===== config.mk =====
export PLATFORM = sky130hd
export DESIGN_NAME = psrw_ctrl
export DESIGN_NICKNAME = d
export VERILOG_FILES = /design/src/design/psrw_pkg.sv /design/src/design/psrw_ctrl.sv
export SDC_FILE = /design/constraint.sdc
export NUM_CORES = 1
export LEC_CHECK = 0
export BUFFER_PORTS_ARGS = -buffer_cell sky130_fd_sc_hd__buf_2
export CAP_MARGIN = 10
export CORE_AREA = 2 2 39 41
export CTS_CLUSTER_DIAMETER = 80
export DETAILED_ROUTE_END_ITERATION = 10
export DIE_AREA = 0 0 41 43
export PLACE_DENSITY = 0.67
export REMOVE_ABC_BUFFERS = 1
export SETUP_SLACK_MARGIN = 0.4
export SLEW_MARGIN = 20
export SYNTH_ARGS = -nofsm -noshare
export SYNTH_HDL_FRONTEND = slang
export SYNTH_SLANG_ARGS = --single-unit
export TNS_END_PERCENT = 5

===== constraint.sdc =====
create_clock -name clock -period 1.99 [get_ports clock]
set_input_delay 0 -clock clock [delete_from_list [all_inputs] [get_ports clock]]
set_output_delay 0 -clock clock [all_outputs]
set_load 0.01 [all_outputs]

===== src/design/psrw_pkg.sv =====
// Package for the patch-sum ratio window weights block.
// Types, constants and register indexes shared by the design files other than psrw_ram.
package psrw_pkg;

   localparam int MAX_ROWS = 64;
   localparam int MAX_COLS = 64;
   localparam int MAX_WIN_RADIUS = 3;
   localparam int MAX_PATCH_RADIUS = 3;
   localparam int PIXEL_BITS = 16;

   localparam int ROW_BITS = $clog2(MAX_ROWS);
   localparam int COL_BITS = $clog2(MAX_COLS);
   localparam int ADDR_BITS = ROW_BITS + COL_BITS;
   localparam int DEPTH = MAX_ROWS * MAX_COLS;
   localparam int IDX_BITS = 12;
   // worst-case patch sum: (2*pr+1)^2 pixels
   localparam int SUM_BITS = PIXEL_BITS + 6;
   localparam int QUO_BITS = 32;
   localparam int CSR_DATA_BITS = 7;
   localparam int CSR_ADDR_BITS = 2;

   typedef enum logic [CSR_ADDR_BITS-1:0] {
      CSR_NUM_ROWS = 2'd0,
      CSR_NUM_COLS = 2'd1,
      CSR_WIN_RADIUS = 2'd2,
      CSR_PATCH_RADIUS = 2'd3
   } csr_index_type;

   localparam logic OP_WRITE = 1'b0;
   localparam logic OP_QUERY = 1'b1;

   typedef struct packed {
      logic        op;
      logic [5:0]  row;
      logic [5:0]  col;
      logic [15:0] pixel_value;
   } req_type;

   typedef struct packed {
      logic [11:0] center_index;
      logic [11:0] neighbor_index;
      logic [31:0] ratio;
      logic        div_zero;
      logic        last;
   } rsp_type;

   // controller -> datapath
   typedef struct packed {
      logic load;        // capture request
      logic wr_pixel;    // write pixel to store
      logic patch_init;  // start patch sum for current target
      logic patch_step;  // issue next patch read
      logic patch_acc;   // not driven or used; accumulation follows patch_step
      logic save_center; // latch center sum
      logic div_start;
      logic emit;
      logic win_init;
      logic win_next;
   } ctl_type;

   // datapath -> controller
   typedef struct packed {
      logic in_image;   // query center inside image
      logic patch_done; // last patch address issued
      logic nb_valid;   // current window position in image
      logic win_done;   // current position is last of window
      logic div_done;
      logic is_query;
   } sts_type;

endpackage


===== src/design/psrw_ctrl.sv =====
// Controller state machine sequencing writes, patch sums and divisions.
// Depends on psrw_pkg.
module psrw_ctrl
   import psrw_pkg::*;
(
   input  logic    clock,
   input  logic    reset,
   input  logic    start,
   input  sts_type sts,
   output ctl_type ctl,
   output logic    busy,
   output logic    rsp_valid
);
   typedef enum logic [3:0] {
      S_IDLE, S_DECODE, S_CSUM, S_CWAIT, S_CDRAIN, S_WCHK,
      S_NSUM, S_NWAIT, S_NDRAIN, S_DIV, S_EMIT, S_NEXT
   } state_type;

   state_type state_ff;
   logic valid_ff;

   always_comb begin
      ctl = '0;
      case (state_ff)
         S_IDLE: ctl.load = start;
         S_DECODE: begin
            ctl.wr_pixel = !sts.is_query;
            ctl.patch_init = 1'b1;
         end
         S_CSUM, S_NSUM: ctl.patch_step = 1'b1;
         S_CDRAIN: begin
            ctl.save_center = 1'b1;
            ctl.win_init = 1'b1;
         end
         S_WCHK: ctl.patch_init = 1'b1;
         S_NDRAIN: ctl.div_start = 1'b1;
         S_EMIT: ctl.emit = 1'b1;
         S_NEXT: ctl.win_next = 1'b1;
         default: ;
      endcase
   end

   always_ff @(posedge clock) begin
      if (reset) begin
         state_ff <= S_IDLE;
         valid_ff <= 1'b0;
      end else begin
         valid_ff <= 1'b0;
         case (state_ff)
            S_IDLE: if (start) state_ff <= S_DECODE;
            S_DECODE: begin
               if (!sts.is_query || !sts.in_image) state_ff <= S_IDLE;
               else state_ff <= S_CSUM;
            end
            S_CSUM: if (sts.patch_done) state_ff <= S_CWAIT;
            S_CWAIT: state_ff <= S_CDRAIN;
            S_CDRAIN: state_ff <= S_WCHK;
            S_WCHK: begin
               if (sts.nb_valid) state_ff <= S_NSUM;
               else if (sts.win_done) state_ff <= S_IDLE;
               else state_ff <= S_NEXT;
            end
            S_NSUM: if (sts.patch_done) state_ff <= S_NWAIT;
            S_NWAIT: state_ff <= S_NDRAIN;
            S_NDRAIN: state_ff <= S_DIV;
            S_DIV: if (sts.div_done) state_ff <= S_EMIT;
            S_EMIT: begin
               valid_ff <= 1'b1;
               if (sts.win_done) state_ff <= S_IDLE;
               else state_ff <= S_NEXT;
            end
            S_NEXT: state_ff <= S_WCHK;
            default: state_ff <= S_IDLE;
         endcase
      end
   end

   assign busy = (state_ff != S_IDLE);
   assign rsp_valid = valid_ff;
endmodule


==> Yosys cells after proc, flatten, opt, wreduce, memory -nomap -nowiden <==
Cells that the tools add are included.
{ "totals": {"reg_bits": 5, "inputBits": 9, "out_inout_bits": 12, "wordCells": 42} }
{ "classes": {"n_eq_ne": 15, "muxes": 16, "n_reduce_logical": 9} }
{ "op_table": {"columns": ["operator", "n"], "rows": [
  ["case mux 4 bit (11 select lines)", 1],
  ["2-to-1 mux 4 bit", 6],
  ["== test 4 x 3 -> 1 bit (second input constant)", 4],
  ["== test 4 bit (second input constant)", 4],
  ["== test 4 x 2 -> 1 bit (second input constant)", 2],
  ["2-to-1 mux 1 bit", 8],
  ["inequality test 2 bit (second input constant)", 4],
  ["OR reduction 2 bit", 3],
  ["== test 4 x 1 -> 1 bit (second input constant)", 1],
  ["logical NOT 4 bit", 1],
  ["AND reduction 4 bit", 1],
  ["nonzero test 4 bit", 1],
  ["logical NOT 1 bit", 2],
  ["2-to-1 mux 2 bit", 1],
  ["logical OR 1 bit", 1]
]} }

==> Longest topological paths before layout <==
Gate-level depths: netlist of run 1.
{ "depth": {"depth_word": 4, "mapped_depth": 5, "depth_no_buf": 3} }

==> Least setup slack after synthesis of run 1 <==
OpenSTA, ideal clock, no wires.
{ "synth_timing": {"path_type": "flip-flop to flip-flop", "startpoint": "register state_ff[3]", "endpoint": "register state_ff[1]", "setup_ps": 129, "arrival_time_ps": 1125, "t_required_ps": 1861, "setup_slack_ps": 737, "stages_incl_launch_ff": 5, "path_buffers": 1, "period_less_slack_ps": 1253, "path_cell_list": "dfxtp_1 > buf_6 > or4_4 > o21bai_2 > a211oi_2"} }
{ "synth_between": {"elab_chain_len": 3, "elab_cells_between_ends": 19, "classes_between": "eq/ne (15); mux (1); reduce/logical (3)"} }
{ "synth_lines": {"columns": ["item", "line_no", "rtl"], "rows": [
  ["start, declared", "psrw_ctrl.sv:19", "state_type state_ff;"],
  ["start signal, assigned", "psrw_ctrl.sv:45", "state_ff <= S_IDLE;"],
  ["start signal, assigned", "psrw_ctrl.sv:50", "S_IDLE: if (start) state_ff <= S_DECODE;"],
  ["start signal, assigned", "psrw_ctrl.sv:52", "if (!sts.is_query || !sts.in_image) state_ff <= S_IDLE;"],
  ["== test 4 bit (tied with other cells)", "psrw_ctrl.sv:49", "case (state_ff)"],
  ["OR reduction 2 bit (no source line) or inequality test 2 bit (tied branches)", null, null],
  ["case mux 4 bit (11 select lines) or AND reduction 4 bit (tied branches)", null, null]
]} }
Several ways; a longest one is shown, not always the timed one.
A chain may end at the register's enable or synchronous reset.

==> Worst setup path in the final report of run 1 <==
{ "layout_timing": {"startpoint": "register state_ff[1]", "endpoint": "register state_ff[1]"} }
Same word-level chain as after synthesis.

==> metrics.md, run 1 <==
| Metric | Value |
|---|---|
| First-pass GRT wire length | `1.77 mm` |
| Area of the die | `1760 µm²` |
| Max FO, Critical Path | `19` |
| Total Routed Length | `slightly above 1 mm` |
| CTS tree | `done` |
| Beginning of the worst register-to-register path | `state_ff[1]` |
| Number of buffers created by CTS | `3` |
| Clock-pin transition on the worst setup and hold timing paths | `approximately 0.040 ns` |
| Number of remaining DRC errors | `0` |
| Synth Register Bits | `5` |
| Min Hold Slack | `between 0.01 and 0.015 ns` |
| Routability congestion estimate from global placement | `0.841` |
| Summed instance area of the synthesized netlist | `452 µm²` |
| Setup repair after global routing missed its margin | `no` |
| Data required time of the critical path | `2.14 ns` |
| Maximum ir drop on the vdd rail | `0.000205 V` |
| Worst Hold Class | `primary input to register` |
| Kind of start point of the critical path | `register` |
| Number of violations reported at the end of detailed-routing iteration 0 | `10` |
| Worst slew margin relative to its limit | `64.6%` |
| Filler instances | `158` |
| Buffer count from post-CTS setup fixing | `0` |
| Worst-skew pair later-pin latency | `0.23 ns` |
| Delay of the slowest cell on the worst path | `0.65 ns` |
| Y dimension of the die | `around 43 µm` |
| Crit-path cells | `or3b_1, a21o_1, a211oi_2` |
| Mapped Avg Cell Area | `about 7.7 µm²` |
| Library cell used as clock root buffer | `sky130_fd_sc_hd__clkbuf_4` |
| Async set or reset register ratio after synthesis | `0%` |
| End of the worst register-to-register path | `state_ff[1]` |
| Starting utilization of the core area | `about a third` |
| Number of antenna violations at the first check in global routing | `0` |
| Final clock period utilization by the worst path | `73.8%` |
| Chip width | `41 µm` |
| Setup Total Neg Slack | `0 ns` |
| Level count of the clock H-tree | `1` |
| Crit path arrival time | `between 1.5 and 2 ns` |
| Worst setup EP type | `register` |
| Area Growth Syn to Fin | `18.8%` |
| MaxCap Viol Count | `0` |
| Antenna Violating Nets Remaining | `0` |
| Logic depth of the worst register-to-register path | `3` |
| Pin count of the biggest net entering global routing | `20` |
| Count of hold-fix buffers inserted at cts | `0` |
| Vias in the first global route | `416` |
| Fin Clk Skew | `about 0.0003 ns` |
| Total track usage | `14.1%` |
| Synthesized instance count | `59` |
| Predominant post-synthesis flop cell | `sky130_fd_sc_hd__dfxtp_1` |
| First drt pass iteration count | `4` |
| Vias | `470` |
| Site Rows | `14` |
| Top-Level Pins | `21` |
| Post-layout nets | `85` |
| Worst Setup Slack, final | `0.522 ns` |
| Number of flops mapped to enable cells by yosys | `0` |
| Launch instance of the worst min-delay path | `reset` |
| Setup slack after placement | `0.518 ns` |
| Mean routed wirelength per cell | `approximately 11 µm` |
| Number of max-slew violations in the final report | `0` |
| CTS sink count | `5` |
| Pwr dens | `527 nW/µm²` |
| Endpoint of the worst hold path | `state_ff[2]` |
| Slew at the pin closest to its max-slew limit | `0.530 ns` |
| Sequential cell area | `101 µm²` |
| Static power due to leakage | `0.236 nW` |
| Number of distinct library cells after synthesis | `30` |
| Count of final hold-check violations | `0` |
| Flop-to-flop setup slack | `0.52 ns` |
| Antenna cells | `0` |
| Layout cells sized above 1 | `36.0%` |
| Hold path cells | `2` |
| Global route total overflow | `0` |
| Highest achievable clock rate | `just under 700 MHz` |
| Number of warnings reported in the yosys synthesis log | `0` |
| Std-Cell Core Area | `1380 µm²` |
| Setup-failing EPs final | `0` |
| Maximum clock insertion buffer count | `2` |
| Setup CP Type | `register to register` |
| Total of buffers placed on input and output ports | `19` |
| Sequential-to-total area share from yosys stat | `approximately 22%` |
| Multi-input gate area in the final layout | `287 µm²` |
| Period minus WS final | `around 1.5 ns` |
| Half-perimeter wire length after placement | `a little under 800 µm` |
| CP max stage cell | `sky130_fd_sc_hd__dfxtp_1` |
| Vias per cell | `5.16` |
| Result of the run | `complete, no violations` |
[critical path: cells and delay by family, from the launching register on]
| kind | cells | cell delay [ns] |
|---|---|---|
| flip-flops | 1 | 0.65 |
| AND/OR/NAND/NOR | 1 | 0.39 |
| AO/OA/AOI/OAI | 2 | 0.35 |
[flip-flops by register name, indices dropped and copies added (netlist names)]
signal	count
state_ff	4
rsp_valid	1
[synth_stat cells (all sizes together) (2+ instances only)]
library cell / n / area share [%]
a21o: 2 / 3.3
a21oi: 3 / 3.3
buf: 7 / 13
dfxtp: 5 / 22
inv: 2 / 1.7
nand2: 4 / 3.3
nand2b: 3 / 4.2
nand3b: 2 / 3.3
nor2: 6 / 5.0
nor3: 2 / 2.2
nor3b: 3 / 5.0
nor4b: 2 / 3.9
o21ai: 3 / 3.3
[logic make-up (layout without fill, tap and decap cells)]
kind of cell / after synthesis / after routing / synth area share (%)
compound gates: 15 / 15 / 23.5
other cells: 1 / 1 / 0.830
simple gates: 29 / 29 / 39.1
buf+inv: 9 / 25 / 14.4
flops: 5 / 5 / 22.2
[how the worst max path moves through the flow]
stage | start | end | slack, ns | cells after the start
6_report | state_ff[1] | state_ff[1] | 0.52 | 3
5_1_grt | state_ff[1] | state_ff[1] | 0.42 | 3
4_1_cts | state_ff[0] | ctl[8] | 0.49 | 3
3_5_place_dp | state_ff[1] | state_ff[1] | 0.52 | 3
3_3_place_gp | state_ff[1] | state_ff[1] | 0.59 | 3
2_1_floorplan | state_ff[1] | state_ff[1] | 0.64 | 3
[final cells by class]
type,count,share of cell area (%)
Inverter,2,1.40
Timing Repair Buffer,19,17.7
Sequential cell,5,18.9
Multi-Input combinational cell,45,53.4
Clock buffer,4,4.90
Tap cell,16,3.73
[where the power goes]
group,switching (W),internal [W],leakage (nW)
sequential,0.0000104,0.000104,0.0408
combinational,0.0000286,0.0000280,0.180
clock,0.0000360,0.0000754,0.0150
total,0.0000750,0.000208,0.236
[stage by stage]
stage | util [%] | total power (W) | std cells | instance area, µm²
global route | 38.8 | 0.000305 | 91 | 537
CTS | 38.7 | 0.000287 | 91 | 536
floorplan | - | 0.000146 | 52 | 394
finish | 38.8 | 0.000283 | 91 | 537
global placement | 36.8 | 0.000172 | 87 | 509
detailed placement | 36.8 | 0.000173 | 87 | 509
[layer usage]
| layer | global-route usage [%] | routed length [µm] | vias up |
|---|---|---|---|
| met2 | 22.5 | 561 | 14 |
| met1 | 18.1 | 402 | 216 |
| met4 | 6.00 | 0 | 0 |
| li1 | - | - | 240 |
| met5 | 0 | 0 | - |
| met3 | 1.57 | 49 | 0 |
[what timing repair did]
| item | in CTS | in global routing |
|---|---|---|
| endpoints found under the setup margin | 0 | 1 |
| gates resized for setup | 0 | 1 |
| hold endpoints to repair | 0 | 0 |
[cell usage in the layout (no fill, tap or decap)]
| cell | instances |
|---|---|
| sky130_fd_sc_hd__nor2_1 | 6 |
| sky130_fd_sc_hd__o22ai_1 | 1 |
| sky130_fd_sc_hd__inv_1 | 2 |
| sky130_fd_sc_hd__nand2b_1 | 3 |
| sky130_fd_sc_hd__nor3b_1 | 3 |
| sky130_fd_sc_hd__a211oi_2 | 1 |
| sky130_fd_sc_hd__a31oi_1 | 1 |
| sky130_fd_sc_hd__buf_2 | 19 |
| sky130_fd_sc_hd__conb_1 | 1 |
| sky130_fd_sc_hd__nor2b_1 | 1 |
| sky130_fd_sc_hd__o21ai_0 | 3 |
| sky130_fd_sc_hd__clkbuf_1 | 1 |
| sky130_fd_sc_hd__o21bai_2 | 1 |
| sky130_fd_sc_hd__or2_2 | 1 |
| sky130_fd_sc_hd__nor4b_1 | 2 |
| sky130_fd_sc_hd__a21oi_1 | 3 |
| sky130_fd_sc_hd__nand2_1 | 4 |
| sky130_fd_sc_hd__or3b_1 | 1 |
| sky130_fd_sc_hd__nor3_1 | 2 |
| sky130_fd_sc_hd__a21o_1 | 2 |
| sky130_fd_sc_hd__dfxtp_1 | 4 |
| sky130_fd_sc_hd__a311o_1 | 1 |
| sky130_fd_sc_hd__and3b_1 | 1 |
| sky130_fd_sc_hd__o211ai_1 | 1 |
| sky130_fd_sc_hd__dfxtp_2 | 1 |
| sky130_fd_sc_hd__or4_4 | 1 |
| sky130_fd_sc_hd__o31ai_1 | 1 |
| sky130_fd_sc_hd__and2b_1 | 1 |
| sky130_fd_sc_hd__clkbuf_4 | 3 |
| sky130_fd_sc_hd__or3_1 | 1 |
| sky130_fd_sc_hd__nand3b_1 | 2 |
No activity file was read; power rests on OpenSTA's default activity.
==> inputs of run 2 (changes only) <==
==> constraint.sdc (replaced) <==
create_clock -name clock -period 1.4 [get_ports clock]
set_input_delay 0 -clock clock [delete_from_list [all_inputs] [get_ports clock]]
set_output_delay 0 -clock clock [all_outputs]
set_load 0.01 [all_outputs]
==> run 2 against run 1 <==
Against the previous run: core utilization up 6.3 points; count of clock-buffer cells in the layout unchanged; worst hold slack better by 0.085 ns; total power up 55%; cell count up 11%; combinational power up 100%; register-to-register slack worse by 0.45 ns; die area unchanged; critical path type is now register to output port.
==> metrics.md, run 2 (synthesized netlist as in run 1, its figures left out) <==
| Metric | Value |
|---|---|
| Result of the run | `complete, no violations` |
| Period minus WS final | `1.34 ns` |
| Setup-failing EPs final | `0 (unchanged)` |
| Commonest non-fill, non-tap cells in the layout | `sky130_fd_sc_hd__buf_2 (19), sky130_fd_sc_hd__buf_4 (9), sky130_fd_sc_hd__nor2_1 (5)` |
| Starting utilization of the core area | `32.6% (unchanged)` |
| Std-Cell Core Area | `1380 µm² (unchanged)` |
| Kind of start point of the critical path | `register` |
| Number of buffers created by CTS | `3 (unchanged)` |
| Fin Clk Skew | `0.00525 ns (+0.00496 ns)` |
| Setup CP Type | `register to output port` |
| Pin count of the biggest net entering global routing | `12 (-40%)` |
| Level count of the clock H-tree | `1 (unchanged)` |
| Maximum ir drop on the vdd rail | `0.000314 V (+53%)` |
| Number of violations reported at the end of detailed-routing iteration 0 | `18 (+8)` |
| Total track usage | `14.5% (+0.40 points)` |
| Largest delay contributor family on the critical path | `simple AND/OR/NAND/NOR gates` |
| Y dimension of the die | `43 µm (unchanged)` |
| Site Rows | `14 (unchanged)` |
| Number of antenna violations at the first check in global routing | `0 (unchanged)` |
| Setup Total Neg Slack | `0 ns (unchanged)` |
| Pwr dens | `702 nW/µm² (+33%)` |
| Antenna Violating Nets Remaining | `0 (unchanged)` |
| Clock-pin transition on the worst setup and hold timing paths | `0.05 ns (about the same)` |
| Vias | `491 (+4.5%)` |
| Crit path buf inv count | `1 (+1)` |
| Filler instances | `138 (-13%)` |
| Worst Hold Class | `primary input to register` |
| Worst-skew pair later-pin latency | `0.24 ns (about the same)` |
| Commonest non-fill, non-tap cell in the layout | `sky130_fd_sc_hd__buf_2` |
| Chip width | `41 µm (unchanged)` |
| CTS sink count | `5 (unchanged)` |
| Highest achievable clock rate | `744 MHz` |
| First-pass GRT wire length | `1.73 mm (-2.3%)` |
| Crit-path cells | `or4_4, nor2_2, buf_2` |
| First drt pass iteration count | `4 (unchanged)` |
| Area of the die | `1760 µm² (unchanged)` |
| Number of max-slew violations in the final report | `0 (unchanged)` |
| MaxCap Viol Count | `0 (unchanged)` |
| Half-perimeter wire length after placement | `805 µm (+2.2%)` |
| CP max stage cell | `sky130_fd_sc_hd__or4_4` |
| Layout cells sized above 1 | `45.9% (+9.9 points)` |
| Count of final hold-check violations | `0 (unchanged)` |
| Setup repair after global routing missed its margin | `yes` |
| Mean routed wirelength per cell | `11.8 µm (+5.6%)` |
| Vias in the first global route | `428 (+2.9%)` |
| Total Routed Length | `1.19 mm (+17%)` |
| Area Growth Syn to Fin | `38.2%` |
| Total of buffers placed on input and output ports | `19 (unchanged)` |
| Global route total overflow | `0 (unchanged)` |
| Post-layout nets | `95 (+12%)` |
| Final design utilization | `45.1% (+6.3 points)` |
| Min Hold Slack | `0.0969 ns (+0.0847 ns)` |
| Antenna cells | `0 (unchanged)` |
| Routability congestion estimate from global placement | `0.757 (-10%)` |
| Crit path arrival time | `1.34 ns (-0.28 ns)` |
| Delay of the slowest cell on the worst path | `0.54 ns (-0.11 ns)` |
| Static power due to leakage | `0.288 nW (+22%)` |
| Data required time of the critical path | `1.40 ns (-0.74 ns)` |
| Number of remaining DRC errors | `0 (unchanged)` |
| Worst setup EP type | `output port` |
| Final clock period utilization by the worst path | `96.0%` |
| Top-Level Pins | `21 (unchanged)` |
| Max FO, Critical Path | `3 (-16)` |
| Library cell used as clock root buffer | `sky130_fd_sc_hd__clkbuf_4` |
| Number of flip-flops under the largest register name | `4 (unchanged)` |
| CTS tree | `done` |
| Most flops, register | `state_ff` |
| Maximum clock insertion buffer count | `2 (unchanged)` |
| Vias per cell | `4.86 (-5.9%)` |
-- run 2: metal layers --
| metal | wire length [µm] | share of wire, % | vias to the layer above | track usage (%) |
|---|---|---|---|---|
| li1 | - | - | 257 | - |
| met1 | 511 | 43 | 222 | 16.8 |
| met2 | 627 | 53 | 12 | 24.1 |
| met3 | 50 | 4.2 | 0 | 1.57 |
| met4 | 0 | 0 | 0 | 8.00 |
| met5 | 0 | 0 | - | 0 |
-- run 2: layout make-up --
class | count | area, µm² | share of cell area [%]
inverter | 2 | 7.51 | 1.20
tap | 16 | 20.0 | 3.21
multi-input combinational | 45 | 289 | 46.3
clock buffer | 4 | 26.3 | 4.21
sequential | 5 | 109 | 17.4
timing repair buffer | 29 | 173 | 27.7
-- run 2: stage by stage --
step / setup WS (ns) / power, W / instance area, µm² / cells
floorplan: 0.0451 / 0.000208 / 394 / 52
global placement: 0.109 / 0.000248 / 539 / 91
detailed placement: 0.109 / 0.000249 / 539 / 91
CTS: 0.0518 / 0.000438 / 622 / 101
finish: 0.0561 / 0.000439 / 624 / 101
global route: 0.0281 / 0.000460 / 624 / 101
-- run 2: timing repair --
| item | CTS | global route |
|---|---|---|
| endpoints found under the setup margin | 15 | 15 |
| endpoints found under the hold margin | 2 | 0 |
| resized for setup | 5 | 1 |
| hold buffers | 1 | 0 |
| buffers inserted | 5 | 0 |
| pin swaps | 1 | 0 |
-- run 2: worst paths after layout --
path / slack (ns) / depth (start not counted) / startpoint / endpoint
min: 0.1 / 3 / start / state_ff[1]
max reg2reg: 0.07 / 4 / state_ff[0] / state_ff[1]
min reg2reg: 0.61 / 3 / state_ff[3] / state_ff[0]
max: 0.06 / 3 / state_ff[0] / ctl[9]
-- run 2: report_power, final --
| part | switching, W | total, W | internal (W) |
|---|---|---|---|
| registers | 0.00000553 | 0.000151 | 0.000146 |
| logic | 0.0000574 | 0.000115 | 0.0000573 |
| clock network | 0.0000644 | 0.000173 | 0.000108 |
-- run 2: worst min-delay path: cells and delay by family --
family	cells	cell delay, ns
buffers and inverters	1	0.12
AO/OA/AOI/OAI	2	0.18
==> inputs of run 3 (changes only) <==
--- a/config.mk
+++ b/config.mk
@@ -12,6 +12,7 @@
 export DETAILED_ROUTE_END_ITERATION = 10
 export DIE_AREA = 0 0 41 43
 export PLACE_DENSITY = 0.67
+export RECOVER_POWER = 50
 export REMOVE_ABC_BUFFERS = 1
 export SETUP_SLACK_MARGIN = 0.4
 export SLEW_MARGIN = 20
==> run 3 against run 2 <==
Against the previous run: global-route usage unchanged; worst hold slack got worse by 0.010 ns; largest cell class unchanged; via count increased by 7.3%.
==> metrics.md, run 3 (synthesized netlist as in run 1, its figures left out) <==
| Metric | Value |
|---|---|
| Setup repair after global routing missed its margin | `yes` |
| CTS sink count | `5 (unchanged)` |
| Post-layout nets | `95 (unchanged)` |
| CTS tree | `done` |
| Number of max-slew violations in the final report | `0 (unchanged)` |
| Commonest non-fill, non-tap cell in the layout | `sky130_fd_sc_hd__buf_2` |
| First drt pass iteration count | `4 (unchanged)` |
| Y dimension of the die | `43 µm (unchanged)` |
| Final clock period utilization by the worst path | `96.5% (+0.55 points)` |
| Global route total overflow | `0 (unchanged)` |
| Pin count of the biggest net entering global routing | `12 (unchanged)` |
| Number of violations reported at the end of detailed-routing iteration 0 | `13 (-5)` |
| Flop-to-flop setup slack | `0.08 ns (about the same)` |
| Maximum ir drop on the vdd rail | `0.000331 V (+5.4%)` |
| Library cell used as clock root buffer | `sky130_fd_sc_hd__clkbuf_4` |
| Data required time of the critical path | `1.40 ns (about the same)` |
| Final Total Pwr | `0.000443 W (+1.1%)` |
| Commonest non-fill, non-tap cells in the layout | `sky130_fd_sc_hd__buf_2 (15), sky130_fd_sc_hd__buf_4 (8), sky130_fd_sc_hd__clkbuf_1 (6)` |
| Fin Clk Skew | `0.00496 ns (-0.000288 ns)` |
| Area Growth Syn to Fin | `36.3%` |
| Worst Setup Slack, final | `0.0484 ns (-0.00773 ns)` |
| Number of remaining DRC errors | `0 (unchanged)` |
| First-pass GRT wire length | `1.73 mm (unchanged)` |
| Setup-failing EPs final | `0 (unchanged)` |
| Vias in the first global route | `428 (unchanged)` |
| Antenna Violating Nets Remaining | `0 (unchanged)` |
| Worst Hold Class | `primary input to register` |
| Period minus WS final | `1.35 ns (+0.00773 ns)` |
| Worst-skew pair later-pin latency | `0.25 ns (about the same)` |
| Max FO, Critical Path | `3 (unchanged)` |
| Vias | `527 (+7.3%)` |
| Site Rows | `14 (unchanged)` |
| Pwr dens | `720 nW/µm² (+2.5%)` |
| Layout cells sized above 1 | `40.0% (-5.9 points)` |
| Setup slack after placement | `0.109 ns (unchanged)` |
| Highest achievable clock rate | `740 MHz (-0.57%)` |
| Top-Level Pins | `21 (unchanged)` |
| Most flops, register | `state_ff` |
| Static power due to leakage | `0.267 nW (-7.3%)` |
| Std-Cell Core Area | `1380 µm² (unchanged)` |
| Chip width | `41 µm (unchanged)` |
| Half-perimeter wire length after placement | `805 µm (unchanged)` |
| Routability congestion estimate from global placement | `0.757 (unchanged)` |
| Hold path cells | `3 (unchanged)` |
| MaxCap Viol Count | `0 (unchanged)` |
| Crit path arrival time | `1.35 ns (about the same)` |
| Starting utilization of the core area | `32.6% (unchanged)` |
| Crit-path cells | `or4_4, nor2_2, buf_2` |
| Filler instances | `141 (+2.2%)` |
| Number of flip-flops under the largest register name | `4 (unchanged)` |
| Total track usage | `14.5% (unchanged)` |
| Worst setup EP type | `output port` |
| Maximum clock insertion buffer count | `2 (unchanged)` |
| Vias per cell | `5.22 (+7.3%)` |
| Number of buffers created by CTS | `3 (unchanged)` |
| Total of buffers placed on input and output ports | `19 (unchanged)` |
| Post-route non-filler standard cell count | `101 (unchanged)` |
| Area of the die | `1760 µm² (unchanged)` |
| Setup Total Neg Slack | `0 ns (unchanged)` |
| Kind of start point of the critical path | `register` |
| Count of final hold-check violations | `0 (unchanged)` |
| Number of antenna violations at the first check in global routing | `0 (unchanged)` |
| Level count of the clock H-tree | `1 (unchanged)` |
| Clock-pin transition on the worst setup and hold timing paths | `0.05 ns (about the same)` |
| Min Hold Slack | `0.0866 ns (-0.0103 ns)` |
| CP max stage cell | `sky130_fd_sc_hd__or4_4` |
| Total Routed Length | `1.20 mm (+0.76%)` |
| Mean routed wirelength per cell | `11.9 µm (+0.76%)` |
| Setup CP Type | `register to output port` |
| Post-Place Cells | `91 (unchanged)` |
| Delay of the slowest cell on the worst path | `0.54 ns (about the same)` |
| Result of the run | `complete, no violations` |
| Antenna cells | `0 (unchanged)` |
| Logic depth of the worst register-to-register path | `4 (unchanged)` |
==> run 3: power breakdown <==
part / switching (W) / total, W / internal (W)
clock: 0.0000708 / 0.000179 / 0.000109
sequential: 0.00000551 / 0.000151 / 0.000146
combinational: 0.0000572 / 0.000113 / 0.0000555
total: 0.000134 / 0.000443 / 0.000310
==> run 3: final cells by class <==
type,instances,area (µm²),share of cell area (%)
Clock buffer,4,26.3,4.27
Inverter,2,7.51,1.22
Multi-Input combinational cell,45,289,47.0
Sequential cell,5,109,17.7
Tap cell,16,20.0,3.25
Timing Repair Buffer,29,164,26.6
==> run 3: metrics by stage <==
stage / area, µm² / util [%]
2_1_floorplan: 394 / -
3_3_place_gp: 539 / 39.0
3_5_place_dp: 539 / 39.0
4_1_cts: 622 / 44.9
5_1_grt: 616 / 44.5
6_report: 616 / 44.5
==> run 3: critical path, delay by kind of cell (launching register included) <==
| kind | cells | cell delay (ns) |
|---|---|---|
| buffers and inverters | 1 | 0.13 |
| and+or+nand+nor | 2 | 0.62 |
| DFF | 1 | 0.34 |
==> run 3: repair_timing <==
item / CTS / global route
endpoints found under the hold margin: 2 / 0
setup buffers: 5 / 0
pin swaps: 1 / 0
endpoints found under the setup margin: 15 / 15
gates resized for setup: 5 / 1
hold buffers: 1 / 0
==> run 3: routing by layer <==
layer	part of all wire (%)	vias to the layer above	routed length (µm)	GRT usage [%]
li1	-	258	-	-
met1	39	246	473	16.8
met2	52	21	628	24.1
met3	6.5	2	78	1.57
met4	1.4	0	17	8.00
met5	0	-	0	0
==> run 3: path summary, 6_finish.rpt <==
kind                             startpoint          end
worst max-delay path            state_ff[0]       ctl[9]
worst min-delay path                  start  state_ff[1]
worst max register to register  state_ff[0]  state_ff[1]
worst min register to register  state_ff[3]  state_ff[0]
